### config.mk
export PLATFORM = sky130hd
export DESIGN_NAME = fixed_partition_first_fit_allocator
export DESIGN_NICKNAME = d
export VERILOG_FILES = /design/src/rtl/ffa_pkg.sv /design/src/rtl/ffa_pick.sv /design/src/rtl/fixed_partition_first_fit_allocator.sv
export SDC_FILE = /design/constraint.sdc
export NUM_CORES = 1
export LEC_CHECK = 0
export BUFFER_PORTS_ARGS = -buffer_cell sky130_fd_sc_hd__buf_4
export CAP_MARGIN = 20
export CORE_AREA = 2 2 162 164
export DETAILED_ROUTE_END_ITERATION = 10
export DIE_AREA = 0 0 164 166
export PLACE_DENSITY = 0.73
export SYNTH_ARGS = -nofsm -noshare
export SYNTH_HDL_FRONTEND = slang
export SYNTH_SLANG_ARGS = --single-unit
### constraint.sdc
create_clock -name clk -period 4.05 [get_ports clk]
set_clock_uncertainty 0.1 [all_clocks]
set_input_delay 0.6075 -clock clk [delete_from_list [all_inputs] [get_ports clk]]
set_output_delay 0.6075 -clock clk [all_outputs]
set_load 0.005 [all_outputs]
### src/rtl/ffa_pkg.sv
// Shared types, codes and the partition capacity table for the allocator.
package ffa_pkg;

	localparam int MAX_PARTS          = 16;
	localparam int DEF_NUM_PARTITIONS = 10;
	localparam int DEF_ID_WIDTH       = 16;

	localparam logic [1:0] OP_ALLOC  = 2'd0;
	localparam logic [1:0] OP_FREE   = 2'd1;
	localparam logic [1:0] OP_LOOKUP = 2'd2;

	localparam logic [1:0] ST_OK      = 2'd0;
	localparam logic [1:0] ST_INVALID = 2'd1;
	localparam logic [1:0] ST_NONE    = 2'd2;

	typedef struct packed {
		logic [1:0]  operation;
		logic [15:0] owner_id;
		logic [15:0] request_size;
	} req_t;

	typedef struct packed {
		logic [1:0] status;
		logic [3:0] partition_index;
		logic [7:0] owned_size;
	} rsp_t;

	// Table update produced by one request; the selected entry travels beside it.
	typedef struct packed {
		logic alloc;
		logic rel;
	} upd_t;

	function automatic logic [7:0] part_capacity(input logic [3:0] idx);
		logic [7:0] cap;
		case (idx)
			4'd0, 4'd1: cap = 8'd2;
			4'd2, 4'd3: cap = 8'd4;
			4'd4, 4'd5: cap = 8'd16;
			4'd6, 4'd7: cap = 8'd32;
			4'd8:       cap = 8'd64;
			default:    cap = 8'd128;
		endcase
		return cap;
	endfunction

endpackage

### src/rtl/ffa_pick.sv
// Request decode, first-fit and owner search with priority pick over the partition table.
module ffa_pick #(
	parameter int NUM_PARTITIONS = ffa_pkg::DEF_NUM_PARTITIONS,
	parameter int ID_WIDTH = ffa_pkg::DEF_ID_WIDTH,
	localparam int IdW = (ID_WIDTH < 16) ? ID_WIDTH : 16
) (
	input  ffa_pkg::req_t          req,
	input  logic [NUM_PARTITIONS-1:0] part_free,
	input  logic [IdW-1:0]         part_owner [NUM_PARTITIONS],
	input  logic [7:0]             part_size [NUM_PARTITIONS],
	output ffa_pkg::rsp_t          rsp,
	output ffa_pkg::upd_t          upd,
	output logic [NUM_PARTITIONS-1:0] sel
);
	import ffa_pkg::*;

	logic [IdW-1:0]            id;
	logic                      arg_ok;
	logic                      is_alloc;
	logic                      is_lookup;
	logic [NUM_PARTITIONS-1:0] cand;
	logic [3:0]                pick;
	logic [7:0]                pick_size;

	assign id        = req.owner_id[IdW-1:0];
	assign is_alloc  = (req.operation == OP_ALLOC);
	assign is_lookup = (req.operation == OP_LOOKUP);

	always_comb begin
		case (req.operation)
			OP_ALLOC:            arg_ok = (id != '0) && (req.request_size != 16'd0);
			OP_FREE, OP_LOOKUP:  arg_ok = (id != '0);
			default:             arg_ok = 1'b0;
		endcase
	end

	always_comb begin
		for (int i = 0; i < NUM_PARTITIONS; i++) begin
			if (is_alloc)
				cand[i] = part_free[i] &&
					({8'd0, part_capacity(4'(i))} >= req.request_size);
			else
				cand[i] = !part_free[i] && (part_owner[i] == id);
		end
	end

	// Lowest-numbered candidate wins: scan down so the last hit stands.
	always_comb begin
		pick = 4'd0;
		for (int i = NUM_PARTITIONS - 1; i >= 0; i--) begin
			if (cand[i])
				pick = 4'(i);
		end
	end

	always_comb begin
		sel       = '0;
		pick_size = 8'd0;
		for (int i = 0; i < NUM_PARTITIONS; i++) begin
			if (pick == 4'(i)) begin
				sel[i]    = arg_ok && (cand != '0);
				pick_size = part_size[i];
			end
		end
	end

	always_comb begin
		rsp = '0;
		upd = '0;
		if (!arg_ok) begin
			rsp.status = ST_INVALID;
		end else if (cand == '0) begin
			rsp.status = ST_NONE;
		end else begin
			rsp.status          = ST_OK;
			rsp.partition_index = pick;
			rsp.owned_size      = is_lookup ? pick_size : 8'd0;
			upd.alloc           = is_alloc;
			upd.rel             = (req.operation == OP_FREE);
		end
	end

endmodule

### src/rtl/fixed_partition_first_fit_allocator.sv
// Top level of the first-fit fixed-partition allocator.
//
//   channel   dir   handshake            payload
//   req       in    req_valid/req_stall  ffa_pkg::req_t (operation, owner_id, request_size)
//   rsp       out   rsp_valid/rsp_stall  ffa_pkg::rsp_t (status, partition_index, owned_size)
//
// One request per cycle unless rsp stalls: input register, then one pass of parallel
// compare and priority pick over the partition table into the response register.
// Each request passes from the input register to the response register; the table
// is written as it leaves the input register, so the next request sees the update.
// Stall on rsp holds the response register; req_stall rises only while a held
// request waits behind a stalled response.
// Reset marks every partition free and empties both registers.
module fixed_partition_first_fit_allocator #(
	parameter int NUM_PARTITIONS = ffa_pkg::DEF_NUM_PARTITIONS,
	parameter int ID_WIDTH = ffa_pkg::DEF_ID_WIDTH
) (
	input  logic          clk,
	input  logic          arst_n,
	input  logic          req_valid,
	output logic          req_stall,
	input  ffa_pkg::req_t req,
	output logic          rsp_valid,
	input  logic          rsp_stall,
	output ffa_pkg::rsp_t rsp
);
	import ffa_pkg::*;

	localparam int IdW = (ID_WIDTH < 16) ? ID_WIDTH : 16;

	logic                      valid_s1;
	req_t                      req_s1;
	logic                      out_free;
	logic                      move;

	logic [NUM_PARTITIONS-1:0] part_free_q;
	logic [IdW-1:0]            part_owner_q [NUM_PARTITIONS];
	logic [7:0]                part_size_q [NUM_PARTITIONS];

	rsp_t                      rsp_next;
	upd_t                      upd;
	logic [NUM_PARTITIONS-1:0] sel;

	logic                      rsp_valid_q;
	rsp_t                      rsp_q;

	assign out_free  = !rsp_valid_q || !rsp_stall;
	assign move      = valid_s1 && out_free;
	assign req_stall = valid_s1 && !out_free;
	assign rsp_valid = rsp_valid_q;
	assign rsp       = rsp_q;

	always_ff @(posedge clk or negedge arst_n) begin
		if (!arst_n) begin
			valid_s1 <= 1'b0;
		end else if (!req_stall) begin
			valid_s1 <= req_valid;
		end
	end

	always_ff @(posedge clk) begin
		if (req_valid && !req_stall)
			req_s1 <= req;
	end

	ffa_pick #(
		.NUM_PARTITIONS(NUM_PARTITIONS),
		.ID_WIDTH(ID_WIDTH)
	) u_pick (
		.req(req_s1),
		.part_free(part_free_q),
		.part_owner(part_owner_q),
		.part_size(part_size_q),
		.rsp(rsp_next),
		.upd(upd),
		.sel(sel)
	);

	always_ff @(posedge clk or negedge arst_n) begin
		if (!arst_n) begin
			part_free_q <= '1;
			for (int i = 0; i < NUM_PARTITIONS; i++) begin
				part_owner_q[i] <= '0;
				part_size_q[i]  <= 8'd0;
			end
		end else if (move) begin
			for (int i = 0; i < NUM_PARTITIONS; i++) begin
				if (sel[i] && upd.alloc) begin
					part_free_q[i]  <= 1'b0;
					part_owner_q[i] <= req_s1.owner_id[IdW-1:0];
					part_size_q[i]  <= req_s1.request_size[7:0];
				end else if (sel[i] && upd.rel) begin
					part_free_q[i]  <= 1'b1;
					part_owner_q[i] <= '0;
					part_size_q[i]  <= 8'd0;
				end
			end
		end
	end

	always_ff @(posedge clk or negedge arst_n) begin
		if (!arst_n) begin
			rsp_valid_q <= 1'b0;
		end else if (out_free) begin
			rsp_valid_q <= valid_s1;
		end
	end

	always_ff @(posedge clk) begin
		if (move)
			rsp_q <= rsp_next;
	end

endmodule

==> impl_metrics.toml <==
[outcome]
run_status = "finished with violations"
violations = "hold timing"

[setup_path]
critPathCaptureType = "flip-flop"
critical_path.cell_chain = "buf_4 -> xnor2_1 -> nand4_1 -> nor3_1 -> a22o_1 -> nand2b_2 -> nor3_2 -> a21oi_4 -> buf_4 -> and2_1 -> buf_12 -> nand2_1 -> o21ai_0"
crit_fanout = 27
cp.required_ps = 4430
crit_arrival_ps = 4310
max_stage_delay_ps = 800
cp_num_buf_inv = 3
critPathSlowestCell = "edfxtp_1"
crit_type = "flip-flop to flip-flop"
startpoint_type = "flip-flop"
path_common_cell = "buf_4"
cpLargestDelayFamily = "simple AND/OR/NAND/NOR gates"

[detailed_routing]
drt_iter0_markers = 816
wire_per_inst_um = 20.87
vias = 9667
first_pass_iters = 5
vias_per_cell = 5.673
ant_nets = 0
detail_route.drc_violations = 0
totalWireLength_um = 35570

[cts]
root_buffer = "clkbuf_16"
cts_buffer_depth = 3
clk_pin_slew_worst_paths_ps = 60
htree_levels = 1
cts_tree = "built"
cts_made_buffers = 31
clock_latency_ps = 570
numClockSinks = 300

[power]
intPower_uw = 4769
p_sw_share_pct = 22.81
power_frac_comb_pct = 5.2
ir_worst_vdd_mv = 0.3570
powerDensity_nw_per_um2 = 391.9
leakagePower_uw = 0.006633
p_sw_uw = 1409
p_seq_share_pct = 51.1
clockPowerShare_pct = 43.8

[timing]
whs_ps = -31.54
relSlewSlack_pct = 33.99
post-route-min-period_ps = 3926
rsz0062_at_grt = "yes"
clock.fmax_ghz = 0.2547
hold_violations = 22
tightest_slew_ps = 990.2
min_period_over_period_pct = 96.94
setup_viol = 0
finalMaxSlewViolations = 0

[floorplan]
die_area_um2 = 27220
coreArea_um2 = 25620
die_w_um = 164
start_util_pct = 53.73
rows = 59
dieHeight_um = 166
io_pins = 54

[global_route]
grt_pass1_vias = 9775
grt_remaining_overflow = 0
grt_pass1_wl_um = 56320
grt_usage_pct = 26.93
grt_max_degree = 100
antenna_found_initial = 1

[logic_synthesis]
synth_top_family_by_area = "simple AND/OR/NAND/NOR gates"
synth-adder-area-share_pct = 0.3636
syn_nets = 1318
synth_flop_cell = "dfrtp_1"
synthCells = 1276
syn-cell-area_um2 = 13760
async_flop_share_pct = 84.00
synthXorXnorAreaFrac_pct = 10.18
syn_avg_cell_area_um2 = 10.79
synth-simple-area-share_pct = 14.55
synth.distinct_cells = 66
synth_edf_count = 48
synthMuxAreaShare_pct = 4.936
yosys_warnings = 0
seq_area_frac_synth_pct = 56.38
synth_compound_area_share_pct = 10.02
synth_seq_cells = 300

[cells_and_area]
layout_common_cells = "242 x dfrtp_1, 212 x nand2_1, 118 x o21ai_0"
fin_util_pct = 61.55
fin_cells = 1704
final_nets = 1387
syn2layout_area_growth_pct = 14.55
diodes = 0
drive_above_1_share_pct = 17.60
layout_commonest_cell = "dfrtp_1"

[min_path]
hp-class = "input pin to asynchronous set/reset pin"

[placement]
port_buffers = 53
placedCellCount = 1634
place_congestion = 0.9102
dp_hpwl_um = 23930

[run]
drv_cap = 0
## power by group through the flow
stage / Sequential, µW / Clock (µW) / Combinational, µW
2_1_floorplan: 3190 / 0 / 144
3_3_place_gp: 3220 / 0 / 289
3_5_place_dp: 3220 / 0 / 292
4_1_cts: 3160 / 2740 / 310
5_1_grt: 3160 / 2870 / 349
6_report: 3150 / 2700 / 320
## worst reg2reg max path: cells and delay by family, from the launching register on
kind,cells,cell delay (ps)
and+or+nand+nor,6,1310
DFF,1,800
buffers and inverters,3,760
AOI/OAI and AO/OA,3,750
xor gates and xnor gates,1,130
## worst paths after layout
check / startpoint / end / slack, ps / cells past startpoint
worst max-delay path: req_s1[31] / part_owner_q[57] / 120 / 13
worst min-delay path: arst_n / part_size_q[10] / -30 / 1
worst max register to register: req_s1[31] / part_owner_q[57] / 120 / 13
worst min register to register: valid_s1 / rsp_valid / 370 / 1
max in group asynchronous: arst_n / part_free_q[1] / 2870 / 2
min in group clk: req[17] / req_s1[17] / 100 / 1
## stage by stage
stage / worst slack (ps) / hold WS (ps) / cell area (µm²) / power (µW) / TNS [ps]
2_1_floorplan: 635.9 / 211.9 / 13760 / 3331 / 0
3_3_place_gp: 61.08 / 356.9 / 14670 / 3511 / 0
3_5_place_dp: 1.026 / 364.9 / 14670 / 3515 / 0
4_1_cts: 4.757 / 10.90 / 15690 / 6205 / 0
5_1_grt: -7.276 / 15.50 / 15770 / 6371 / -11.51
6_report: 124.1 / -31.54 / 15770 / 6179 / 0
## Yosys cell counts (all sizes together), types with 8 or more instances
| cell | count | share of area [%] |
|---|---|---|
| dfrtp | 242 | 44 |
| nand2 | 215 | 5.9 |
| o21ai | 179 | 6.5 |
| xnor2 | 114 | 7.3 |
| buf | 50 | 2.2 |
| edfxtp | 48 | 10 |
| xor2 | 46 | 2.9 |
| mux2 | 39 | 3.2 |
| clkbuf | 33 | 0.90 |
| and2 | 31 | 1.4 |
| nor2 | 28 | 0.82 |
| nand4 | 27 | 1.2 |
| mux2i | 24 | 1.7 |
| nor4 | 21 | 1.1 |
| and3 | 20 | 0.91 |
| inv | 17 | 0.46 |
| nor3 | 17 | 0.69 |
| a21oi | 16 | 0.66 |
| nand3 | 12 | 0.44 |
| nor2b | 11 | 0.50 |
| dfstp | 10 | 1.9 |
| o211ai | 8 | 0.57 |
## layout make-up
type                       count  area, µm²
multi-input combinational    876       5549
inverter                      17      63.81
sequential                   300       7760
fill                        2026       9848
tap                          335      419.2
timing repair buffer         119       1013
clock inverter                 8      58.81
clock buffer                  49      903.4
## state kept, by name, indices dropped and copies added, names as in the netlist
name / cells
part_owner_q: 160
part_size_q: 80
req_s1: 34
rsp: 14
part_free_q: 10
valid_s1: 1
rsp_valid: 1
## what timing repair did
action	CTS	global route
setup buffers	8	5
resized for setup	0	9
hold buffers	0	0
endpoints found under the setup margin	1	158
gates cloned	0	0
## metal layers
layer	track usage, %	part of all wire [%]	vias to the layer above	routed length (µm)
li1	-	-	4536	-
met1	36.87	43	4754	15150
met2	43.08	48	293	16980
met3	4.346	5.4	84	1911
met4	10.91	4.3	0	1516
met5	0	0	-	0
## kinds of logic after synthesis
group                    after synthesis
buffers and inverters                100
XOR/XNOR                             160
adder cells (fa/ha/maj)                4
flip-flops                           300
AND/OR/NAND/NOR                      410
multiplexers                          63
AO/OA/AOI/OAI                        239
Power figures use the tool's default switching activity.
